--- config.mk ---
export PLATFORM = sky130hd
export DESIGN_NAME = shortest_seek_first_scheduler_top
export DESIGN_NICKNAME = d
export VERILOG_FILES = /design/src/rtl/sstf_pkg.sv /design/src/rtl/shortest_seek_first_scheduler_top.sv /design/src/rtl/sstf_nearest.sv
export SDC_FILE = /design/constraint.sdc
export NUM_CORES = 1
export LEC_CHECK = 0
export ABC_AREA = 0
export BUFFER_PORTS_ARGS = -buffer_cell sky130_fd_sc_hd__buf_4
export CORE_MARGIN = 2
export CORE_UTILIZATION = 50
export CTS_CLUSTER_SIZE = 16
export DETAILED_ROUTE_END_ITERATION = 6
export PLACE_DENSITY_LB_ADDON = 0.05
export SYNTH_ARGS = -nofsm -noshare
export SYNTH_HDL_FRONTEND = slang
export SYNTH_SLANG_ARGS = --single-unit
export TNS_END_PERCENT = 50
--- constraint.sdc ---
create_clock -name clk -period 17.3 [get_ports clk]
set_input_delay 0.865 -clock clk [delete_from_list [all_inputs] [get_ports clk]]
set_output_delay 0.865 -clock clk [all_outputs]
set_load 0.03 [all_outputs]
--- src/rtl/sstf_pkg.sv ---
package sstf_pkg;

    localparam logic CMD_ADD   = 1'b0;
    localparam logic CMD_SERVE = 1'b1;

    localparam logic [1:0] STATUS_OK    = 2'd0;
    localparam logic [1:0] STATUS_FULL  = 2'd1;
    localparam logic [1:0] STATUS_EMPTY = 2'd2;

    typedef struct packed {
        logic        command;
        logic [15:0] cylinder;
    } sstf_in_t;

    typedef struct packed {
        logic [1:0]  status;
        logic [15:0] served_cylinder;
        logic [15:0] from_position;
        logic [15:0] movement;
        logic [31:0] total_movement;
        logic [4:0]  pending_left;
    } sstf_out_t;

    // strobes from the sequencer to the nearest-request tracker
    typedef struct packed {
        logic sample;
        logic first;
    } scan_ctl_t;

endpackage

--- src/rtl/shortest_seek_first_scheduler_top.sv ---
// Channel  Direction  Handshake          Payload
// in       into       in_valid/in_stall   sstf_pkg::sstf_in_t
// out      out of     out_valid/out_stall sstf_pkg::sstf_out_t
// cfg      into       cfg_valid/cfg_ready start_head (16 bits)
//
// Add or serve on an empty table: the result passes through the result register into
// the output register, and the next input transaction is taken once it is loaded
// there. Serve with N pending: the single read port of the table is walked once to
// find the nearest entry and once more to close the gap it leaves.
// Reset clears count, head, total and control; table contents stay unknown and
// are only read below the count, so no clearing pass runs.
// A stalled result holds in the output register; the next item is still taken,
// and its result then waits with the input stalled.
module shortest_seek_first_scheduler_top #(
    parameter int QUEUE_DEPTH = 16,
    parameter int CYL_BITS    = 16
) (
    input  logic                 clk,
    input  logic                 rst_n,
    input  logic                 in_valid,
    output logic                 in_stall,
    input  sstf_pkg::sstf_in_t   in_data,
    output logic                 out_valid,
    input  logic                 out_stall,
    output sstf_pkg::sstf_out_t  out_data,
    input  logic                 cfg_valid,
    output logic                 cfg_ready,
    input  logic [15:0]          cfg_data
);

    localparam int CW   = CYL_BITS;
    localparam int IDXW = (QUEUE_DEPTH > 1) ? $clog2(QUEUE_DEPTH) : 1;
    localparam int CNTW = $clog2(QUEUE_DEPTH + 1);

    typedef enum logic [2:0] {
        S_IDLE,
        S_SCAN,
        S_PICK,
        S_SHIFT,
        S_EMIT
    } state_t;

    state_t              state_reg;
    logic [CNTW-1:0]     count_reg;
    logic [CNTW-1:0]     ptr_reg;
    logic [CW-1:0]       head_reg;
    logic [31:0]         sum_reg;
    logic                served_reg;
    logic                rd_vld_reg;
    logic [IDXW-1:0]     rd_idx_reg;
    logic                out_valid_reg;

    sstf_pkg::sstf_out_t res_reg;
    sstf_pkg::sstf_out_t res_next;
    logic                res_load;
    sstf_pkg::sstf_out_t out_data_reg;
    logic                out_load;

    logic [CW-1:0]       mem [QUEUE_DEPTH];
    logic [CW-1:0]       rdata_reg;
    logic                rd_en;
    logic [IDXW-1:0]     rd_addr;
    logic                wr_en;
    logic [IDXW-1:0]     wr_addr;
    logic [CW-1:0]       wr_data;

    logic                accept;
    logic                is_add;
    logic                full;
    logic                pass_done;
    logic [CW+15:0]      cyl_ext;
    logic [CW-1:0]       cyl_in;
    logic [CW+15:0]      cfg_ext;
    logic [CW+15:0]      head_ext;
    logic [CW+15:0]      best_cyl_ext;
    logic [CW+15:0]      best_dist_ext;
    logic [CNTW+4:0]     cnt_ext;
    logic [CNTW+4:0]     cnt_dec_ext;
    logic [32:0]         sum_wide;
    logic [31:0]         sum_sat;

    sstf_pkg::scan_ctl_t scan_ctl;
    logic [IDXW-1:0]     best_idx;
    logic [CW-1:0]       best_cyl;
    logic [CW-1:0]       best_dist;

    always_comb
    begin
        accept    = in_valid && !in_stall;
        is_add    = (in_data.command == sstf_pkg::CMD_ADD);
        full      = (count_reg >= CNTW'(QUEUE_DEPTH));
        cyl_ext   = {{CW{1'b0}}, in_data.cylinder};
        cyl_in    = cyl_ext[CW-1:0];
        cfg_ext   = {{CW{1'b0}}, cfg_data};
        head_ext  = {16'b0, head_reg};
        best_cyl_ext  = {16'b0, best_cyl};
        best_dist_ext = {16'b0, best_dist};
        cnt_ext       = {5'b0, count_reg};
        cnt_dec_ext   = {5'b0, count_reg - CNTW'(1)};
        sum_wide  = {1'b0, sum_reg} + 33'(best_dist);
        sum_sat   = sum_wide[32] ? 32'hFFFF_FFFF : sum_wide[31:0];

        rd_en     = ((state_reg == S_SCAN) || (state_reg == S_SHIFT)) && (ptr_reg < count_reg);
        rd_addr   = ptr_reg[IDXW-1:0];
        pass_done = !rd_en && !rd_vld_reg;

        if (state_reg == S_SHIFT)
        begin
            // move each later entry down by one
            wr_en   = rd_vld_reg;
            wr_addr = rd_idx_reg - IDXW'(1);
            wr_data = rdata_reg;
        end
        else
        begin
            wr_en   = accept && is_add && !full;
            wr_addr = count_reg[IDXW-1:0];
            wr_data = cyl_in;
        end

        scan_ctl.sample = (state_reg == S_SCAN) && rd_vld_reg;
        scan_ctl.first  = (rd_idx_reg == '0);

        res_load = 1'b0;
        res_next = res_reg;
        if (accept)
        begin
            res_load                 = 1'b1;
            res_next.served_cylinder = '0;
            res_next.from_position   = head_ext[15:0];
            res_next.movement        = '0;
            res_next.total_movement  = sum_reg;
            if (is_add)
            begin
                res_next.status       = full ? sstf_pkg::STATUS_FULL : sstf_pkg::STATUS_OK;
                res_next.pending_left = full ? cnt_ext[4:0] : 5'(cnt_ext + (CNTW + 5)'(1));
            end
            else
            begin
                res_next.status       = sstf_pkg::STATUS_EMPTY;
                res_next.pending_left = cnt_ext[4:0];
            end
        end
        else if (state_reg == S_PICK)
        begin
            res_load                 = 1'b1;
            res_next.status          = sstf_pkg::STATUS_OK;
            res_next.served_cylinder = best_cyl_ext[15:0];
            res_next.from_position   = head_ext[15:0];
            res_next.movement        = best_dist_ext[15:0];
            res_next.total_movement  = sum_sat;
            res_next.pending_left    = cnt_dec_ext[4:0];
        end

        out_load = (state_reg == S_EMIT) && (!out_valid_reg || !out_stall);
    end

    sstf_nearest #(
        .CW   (CW),
        .IDXW (IDXW)
    ) u_nearest (
        .clk       (clk),
        .ctl       (scan_ctl),
        .head      (head_reg),
        .cyl       (rdata_reg),
        .idx       (rd_idx_reg),
        .best_idx  (best_idx),
        .best_cyl  (best_cyl),
        .best_dist (best_dist)
    );

    always_ff @(posedge clk)
    begin
        if (wr_en)
        begin
            mem[wr_addr] <= wr_data;
        end
        rdata_reg <= mem[rd_addr];
    end

    always_ff @(posedge clk)
    begin
        if (res_load)
        begin
            res_reg <= res_next;
        end
        if (out_load)
        begin
            out_data_reg <= res_reg;
        end
    end

    always_ff @(posedge clk or negedge rst_n)
    begin
        if (!rst_n)
        begin
            state_reg     <= S_IDLE;
            count_reg     <= '0;
            ptr_reg       <= '0;
            head_reg      <= '0;
            sum_reg       <= '0;
            served_reg    <= 1'b0;
            rd_vld_reg    <= 1'b0;
            rd_idx_reg    <= '0;
            out_valid_reg <= 1'b0;
        end
        else
        begin
            rd_vld_reg <= rd_en;
            rd_idx_reg <= rd_addr;
            if (rd_en)
            begin
                ptr_reg <= ptr_reg + CNTW'(1);
            end

            if (cfg_valid && cfg_ready && !served_reg)
            begin
                head_reg <= cfg_ext[CW-1:0];
            end

            if (out_load)
            begin
                out_valid_reg <= 1'b1;
            end
            else if (out_valid_reg && !out_stall)
            begin
                out_valid_reg <= 1'b0;
            end

            case (state_reg)
                S_IDLE:
                begin
                    if (accept)
                    begin
                        if (is_add)
                        begin
                            if (!full)
                            begin
                                count_reg <= count_reg + CNTW'(1);
                            end
                            state_reg <= S_EMIT;
                        end
                        else if (count_reg == '0)
                        begin
                            state_reg <= S_EMIT;
                        end
                        else
                        begin
                            ptr_reg   <= '0;
                            state_reg <= S_SCAN;
                        end
                    end
                end
                S_SCAN:
                begin
                    if (pass_done)
                    begin
                        state_reg <= S_PICK;
                    end
                end
                S_PICK:
                begin
                    head_reg   <= best_cyl;
                    sum_reg    <= sum_sat;
                    served_reg <= 1'b1;
                    ptr_reg    <= CNTW'(best_idx) + CNTW'(1);
                    state_reg  <= S_SHIFT;
                end
                S_SHIFT:
                begin
                    if (pass_done)
                    begin
                        count_reg <= count_reg - CNTW'(1);
                        state_reg <= S_EMIT;
                    end
                end
                S_EMIT:
                begin
                    if (out_load)
                    begin
                        state_reg <= S_IDLE;
                    end
                end
                default:
                begin
                    state_reg <= S_IDLE;
                end
            endcase
        end
    end

    assign in_stall  = (state_reg != S_IDLE);
    assign cfg_ready = 1'b1;
    assign out_valid = out_valid_reg;
    assign out_data  = out_data_reg;

`ifndef SYNTH
    a_count_bound: assert property (@(posedge clk) disable iff (!rst_n)
        count_reg <= CNTW'(QUEUE_DEPTH))
        else $error("pending count above table depth");

    a_shift_below_count: assert property (@(posedge clk) disable iff (!rst_n)
        (state_reg == S_SHIFT && wr_en) |-> (CNTW'(wr_addr) < count_reg))
        else $error("compaction write beyond pending entries");

    a_head_moves_to_pick: assert property (@(posedge clk) disable iff (!rst_n)
        (state_reg == S_PICK) |=> (head_reg == $past(best_cyl)))
        else $error("head not moved to chosen request");

    a_sum_monotonic: assert property (@(posedge clk) disable iff (!rst_n)
        1'b1 |=> (sum_reg >= $past(sum_reg)))
        else $error("movement total decreased");
`endif

endmodule

--- src/rtl/sstf_nearest.sv ---
module sstf_nearest #(
    parameter int CW   = 16,
    parameter int IDXW = 4
) (
    input  logic                 clk,
    input  sstf_pkg::scan_ctl_t  ctl,
    input  logic [CW-1:0]        head,
    input  logic [CW-1:0]        cyl,
    input  logic [IDXW-1:0]      idx,
    output logic [IDXW-1:0]      best_idx,
    output logic [CW-1:0]        best_cyl,
    output logic [CW-1:0]        best_dist
);

    logic [IDXW-1:0] best_idx_reg;
    logic [CW-1:0]   best_cyl_reg;
    logic [CW-1:0]   best_dist_reg;
    logic [CW-1:0]   seek_len;
    logic            take;

    always_comb
    begin
        seek_len = (cyl >= head) ? (cyl - head) : (head - cyl);
        // strict compare keeps the earliest entry on a tie
        take = ctl.sample && (ctl.first || (seek_len < best_dist_reg));
    end

    always_ff @(posedge clk)
    begin
        if (take)
        begin
            best_idx_reg  <= idx;
            best_cyl_reg  <= cyl;
            best_dist_reg <= seek_len;
        end
    end

    assign best_idx  = best_idx_reg;
    assign best_cyl  = best_cyl_reg;
    assign best_dist = best_dist_reg;

endmodule
* Word-level counts from Yosys, hierarchy flattened *
Memory sizes are Yosys's and may differ from the RTL's. A register that Yosys moved wholly into a read port is not among the register bits.
Index checks and enable logic that the tools add are counted.

word-level totals
  bits in registers = 278
  latch bits = 0
  RAM bits = 256
  ROM bits = 0
  input bits = 38
  output and inout bits = 90
  memories = 1

cells by class
  add/sub/neg operators = 9
  $mul = 0
  divide/modulo/power cells = 0
  $lt $le $gt $ge = 4
  eq/ne operators = 10
  shift-type cells = 0
  mux-type cells = 36
  bitwise logic cells = 1
  reduce and logical (&&, ||, !) cells = 31

memory list
  name  words  width  read ports  clocked after Yosys merged registers in  wr ports  RTL line                                 source
  mem   16     16     1           1                                        1         shortest_seek_first_scheduler_top.sv:59  logic [CW-1:0] mem [QUEUE_DEPTH];

operator list
  kind                                                                 count
  87-bit 2-to-1 mux                                                    2
  16-bit 2-to-1 mux                                                    4
  5-bit 2-to-1 mux                                                     10
  32-bit by 16-bit adder with 33-bit output                            1
  32-bit 2-to-1 mux                                                    1
  16-bit subtractor                                                    2
  5-bit case mux with 2 select lines                                   2
  3-bit 2-to-1 mux                                                     6
  16-bit greater-or-equal comparator                                   1
  16-bit less-than comparator                                          1
  5-bit by 1-bit adder with 5-bit output (second input constant)       3
  3-bit case mux with 5 select lines                                   1
  2-bit != test (second input constant)                                6
  1-bit logical AND                                                    10
  1-bit 2-to-1 mux                                                     8
  2-bit nonzero test                                                   4
  1-bit logical NOT                                                    7
  3-bit by 2-bit == test with 1-bit output (second input constant)     2
  4-bit by 1-bit adder with 5-bit output (second input constant)       1
  5-bit greater-or-equal comparator (second input constant)            1
  5-bit logical NOT                                                    1
  5-bit less-than comparator                                           1
  5-bit AND reduction                                                  1
  5-bit by 1-bit subtractor with 5-bit output (second input constant)  1
  12 further kinds                                                     14

* Depth between registers and ports, before layout *
  word-level depth = 8
  mapped depth = 22
  gate-level depth less buffers = 20

* Cells and area by module *
From an unflattened synthesis, not the netlist that was laid out.

unflattened totals
  cells, all modules = 1524
  area total of the unflattened synthesis = 23358.7 µm²

by module, submodules not included
  module                             instances  cells an instance  area each (µm²)
  shortest_seek_first_scheduler_top  1          1219               20325.7
  sstf_nearest                       1          305                3032.9

* Least setup slack after synthesis *
OpenSTA, ideal clock, no wires.

  path kind = register to register
  start = register head_reg[13]
  end = register u_nearest.best_cyl_reg[0], in the netlist u_nearest.best_cyl[0] (enable)
  setup time = 441 ps
  arrival = 5391 ps
  required time = 16859 ps
  setup slack = 11467 ps
  stages on the path, launching flop included = 21
  buffers on the path = 4
  period minus slack after synthesis = 5833 ps
  cells stage by stage = dfrtp_1 inv_1 ha_1 buf_6 a21o_1 a21o_1 a21oi_2 o221ai_2 buf_6 buf_8 buf_2 o31ai_1 xnor2_1 ha_1 a21o_1 a21o_1 a21oi_1 o21ai_0 a21o_1 a221o_1 a21oi_1

between the ends
  cells in the longest elaborated chain, start to end = 5
  elaborated cells on any way between the ends = 7
  classes of those cells = 2 x add/sub; 2 x order compare; 1 x mux; 2 x reduce/logical

RTL lines
  item                                RTL line                                  source
  start, declared                     shortest_seek_first_scheduler_top.sv:46   logic [CW-1:0] head_reg;
  start signal, assigned              shortest_seek_first_scheduler_top.sv:218  head_reg <= cfg_ext[CW-1:0];
  start signal, assigned              shortest_seek_first_scheduler_top.sv:263  head_reg <= best_cyl;
  16-bit greater-or-equal comparator  sstf_nearest.sv:23                        seek_len = (cyl >= head) ? (cyl - head) : (head - cyl);
  16-bit 2-to-1 mux                   sstf_nearest.sv:23
  net u_nearest.seek_len[9]           sstf_nearest.sv:18                        logic [CW-1:0] seek_len;
  16-bit less-than comparator         sstf_nearest.sv:25                        take = ctl.sample && (ctl.first || (seek_len < best_dist_reg));
  1-bit logical OR                    sstf_nearest.sv:25
  1-bit logical AND                   sstf_nearest.sv:25
  net u_nearest.take                  sstf_nearest.sv:19                        logic take;
  end signal, assigned                sstf_nearest.sv:33                        best_cyl_reg <= cyl;
  end, declared                       sstf_nearest.sv:16                        logic [CW-1:0] best_cyl_reg;

The timed path passes the listed nets, and every way through them passes these cells.
A chain may end at the register's enable or synchronous reset.

* Worst setup path in the final report *
  start = register head_reg[12]
  end = register u_nearest.best_cyl_reg[5], in the netlist u_nearest.best_cyl[5] (enable)

between the ends
  cells in the longest elaborated chain, start to end = 5
  elaborated cells on any way between the ends = 7
  classes of those cells = 2 x add/sub; 2 x order compare; 1 x mux; 2 x reduce/logical

RTL lines
  item                                                                     RTL line
  16-bit subtractor or 16-bit greater-or-equal comparator (tied branches)  sstf_nearest.sv:23
  16-bit 2-to-1 mux (*)                                                    sstf_nearest.sv:23
  net u_nearest.seek_len[12]                                               sstf_nearest.sv:18
  16-bit less-than comparator (*)                                          sstf_nearest.sv:25
  1-bit logical OR (*)                                                     sstf_nearest.sv:25
  1-bit logical AND (*)                                                    sstf_nearest.sv:25
  net u_nearest.take                                                       sstf_nearest.sv:19

Mark *: on every way through the listed nets, which the timed path passes. The rest lies on a longest branch.

==> flow_metrics.py <==
metrics = {
    "yosys": {
        "synth_edf_count": 466,
        "synth.yosys.warnings": 0,
        "synth_cells": 1654,
        "syn_nets": 1767,
        "ys_async_sr_fraction_pct": 12.4,
        "ys_ff_latch": 550,
        "ys_seq_area_share_pct": 68.4,
        "yosysTopAreaCell": "edfxtp_1",
        "synth_top_area_share_pct": 59.7,
        "synth.distinct_cells": 73,
        "synth_area_mm2": 0.0234,
        "yosys-top-cells-area": "edfxtp_1 60%, dfrtp_1 7.3%, ha_1 3.8%",
        "yosys_most_used_dff": "edfxtp_1",
        "syn_avg_cell_area_um2": 14.2,
    },
    "detailed_routing": {
        "dr.pass1.iters": 5,
        "drc_errors": 0,
        "routed_wl_um": 54700,
        "drt_iter0_drc": 925,
        "wire_per_inst_um": 22.2,
        "antenna_left": 0,
        "vias": 13788,
        "viasPerCell": 5.60,
    },
    "sta": {
        "rsz0062_at_grt": "false",
        "timing.final.crit_share_pct": 33.2,
        "worstMarginPinSlew_ns": 1.07,
        "clock.fmax_mhz": 174,
        "slew_violations": 0,
        "maxSlewHeadroom_pct": 28.5,
        "fin_crit_ns": 5.74,
        "finalHoldViolations": 0,
        "setup_viol": 0,
        "clock_skew_ns": 0.0226,
        "tns_ns": 0,
    },
    "worst_setup_path": {
        "cp_slowest_cell": "a21oi_4",
        "crit_family": "compound AO/OA/AOI/OAI gates",
        "critPathBufInv": 3,
        "max_stage_delay_ns": 0.49,
        "endpoint_kind": "register",
        "critPathLaunchType": "register",
        "critical_path_required_ns": 17.56,
        "crit_fanout": 23,
        "path_class": "register to register",
        "crit_arrival_ns": 6.01,
        "cp_cell_sequence": "inv_1, ha_1, nand4_1, or3_1, o221ai_2, buf_4, mux2_2, and2_1, a311oi_1, xnor2_1, ha_1, nand2_1, o21ai_0, a21o_1, a221o_1, a21oi_4, buf_4",
    },
    "final_layout": {
        "final-seq-area_mm2": 0.0160,
        "nets": 1921,
        "largest_reg_flops": 256,
        "diodes": 0,
        "layout_commonest_cell": "edfxtp_1",
        "layout_common_cells": "466 x edfxtp_1, 173 x buf_4, 135 x nand2_1",
        "fillCellCount": 3672,
        "multiInputGateArea_mm2": 0.00685,
        "drive_gt1_share_pct": 18.1,
        "syn2layout_area_growth_pct": 15.2,
        "fin_util_pct": 58.2,
    },
    "power_and_ir_drop": {
        "seqPwrFrac_pct": 37.9,
        "cellPowerDensity_mw_per_mm2": 197,
        "power_frac_comb_pct": 39.9,
        "power.share.clock_pct": 22.1,
        "switchingPower_uw": 1970,
        "p_leak_uw": 0.0101,
        "p_int_uw": 3350,
        "vdd_drop_max_mv": 0.102,
        "power.total_uw": 5320,
        "p_sw_share_pct": 37.1,
    },
    "place": {
        "place_congestion": 0.888,
        "portBuffers": 126,
        "dpl.hpwl_um": 35500,
    },
    "clocking": {
        "tritoncts": "yes",
        "clock-sinks": 550,
        "cts-root-buf": "clkbuf_16",
        "clk_pin_slew_ns": 0.06,
        "hold_buffers": 0,
        "clk_latency_ns": 0.61,
        "clk_path_buf_depth": 3,
        "cts_max_level": 2,
        "postCtsResizedCells": 0,
        "cts-buffers-inserted": 56,
        "postCtsSetupRepairBufs": 0,
    },
    "die": {
        "fp-row-count": 79,
        "initial_utilization_pct": 50.5,
        "die_w_um": 220,
        "die_height_um": 220,
        "die-area_mm2": 0.0486,
        "core_area_mm2": 0.0464,
        "io-pin-count": 128,
    },
    "grt": {
        "grt_pass1_vias": 13639,
        "grt_overflow": 0,
        "grt_max_degree": 69,
        "antenna_found_initial": 0,
        "track_usage_pct": 23.0,
        "grt_pass1_wl_um": 82700,
    },
    "min_path": {
        "hold_class": "primary input to async pin",
    },
    "run": {
        "maxCapViolCount": 0,
    },
    "status": {
        "outcome": "completed",
    },
}
[metal layers]
layer | wire [µm] | vias to the layer above | GRT usage (%)
li1 | - | 6502 | -
met1 | 23800 | 6880 | 30.7
met2 | 26900 | 317 | 38.9
met3 | 2380 | 89 | 3.31
met4 | 1580 | 0 | 7.83
met5 | 0 | - | 0
[power groups by stage]
stage	clock network [µW]	registers [µW]	logic, µW
after floorplan	0	2060	1490
after global placement	0	2040	2120
after detailed placement	0	2050	2120
after CTS	1200	2020	2130
after global routing	1260	2050	2370
final	1180	2020	2130
[worst register-to-register path, stage by stage, from the launching register on]
cell and delay (ns):
dfrtp_1 0.38, inv_1 0.07, ha_1 0.45, nand4_1 0.21, or3_1 0.42, o221ai_2 0.38
buf_4 0.37, mux2_2 0.39, and2_1 0.15, a311oi_1 0.40, xnor2_1 0.21, ha_1 0.27
nand2_1 0.09, o21ai_0 0.08, a21o_1 0.18, a221o_1 0.39, a21oi_4 0.50, buf_4 0.44
[metrics by stage]
step	worst slack [ns]	cell area, µm²	instances	hold slack, ns
6_report	11.56	27000	2461	0.245
5_1_grt	11.28	27000	2461	0.267
4_1_cts	11.58	27000	2461	0.241
3_5_place_dp	11.60	25200	2357	0.405
3_3_place_gp	11.61	25200	2357	0.402
2_1_floorplan	11.47	23400	1654	0.375
[logic make-up after synthesis]
family / after synthesis / synth area share (%)
xor gates and xnor gates: 42 / 1.57
other: 1 / 0.0160
and+or+nand+nor: 364 / 6.97
muxes: 121 / 7.03
buffers and inverters: 147 / 2.61
adders and majority gates: 75 / 4.10
AOI/OAI and AO/OA: 354 / 9.34
DFF: 550 / 68.4
[cells in the mapped netlist (24+ instances only)]
cell and instances:
a21oi_1 111, a31oi_1 24, and2_1 27, clkbuf_1 44
dfrtp_1 68, edfxtp_1 466, ha_1 72, inv_1 70
mux2_2 25, mux2i_1 60, mux4_2 32, nand2_1 136
nor2_1 114, o21ai_0 95, xnor2_1 28
[final cells by class]
class	count	share of cell area [%]
clock buffer	70	5.58
clock inverter	34	1.08
inverter	70	0.974
multi-input combinational	957	25.4
sequential	550	59.4
tap	607	2.81
timing repair buffer	173	4.81
[path summary, 6_finish.rpt]
kind	startpoint	end	slack [ns]	depth (start not counted)
max reg2reg	head_reg[12]	u_nearest.best_cyl[5]	11.56	17
min reg2reg	res_reg[27]	out_data[27]	0.42	0
min in group clk	res_reg[27]	out_data[27]	0.42	0
max in group asynchronous	rst_n	sum_reg[8]	16.12	2
min	rst_n	count_reg[1]	0.24	1
max	head_reg[12]	u_nearest.best_cyl[5]	11.56	17
Power figures use the tool's default switching activity.
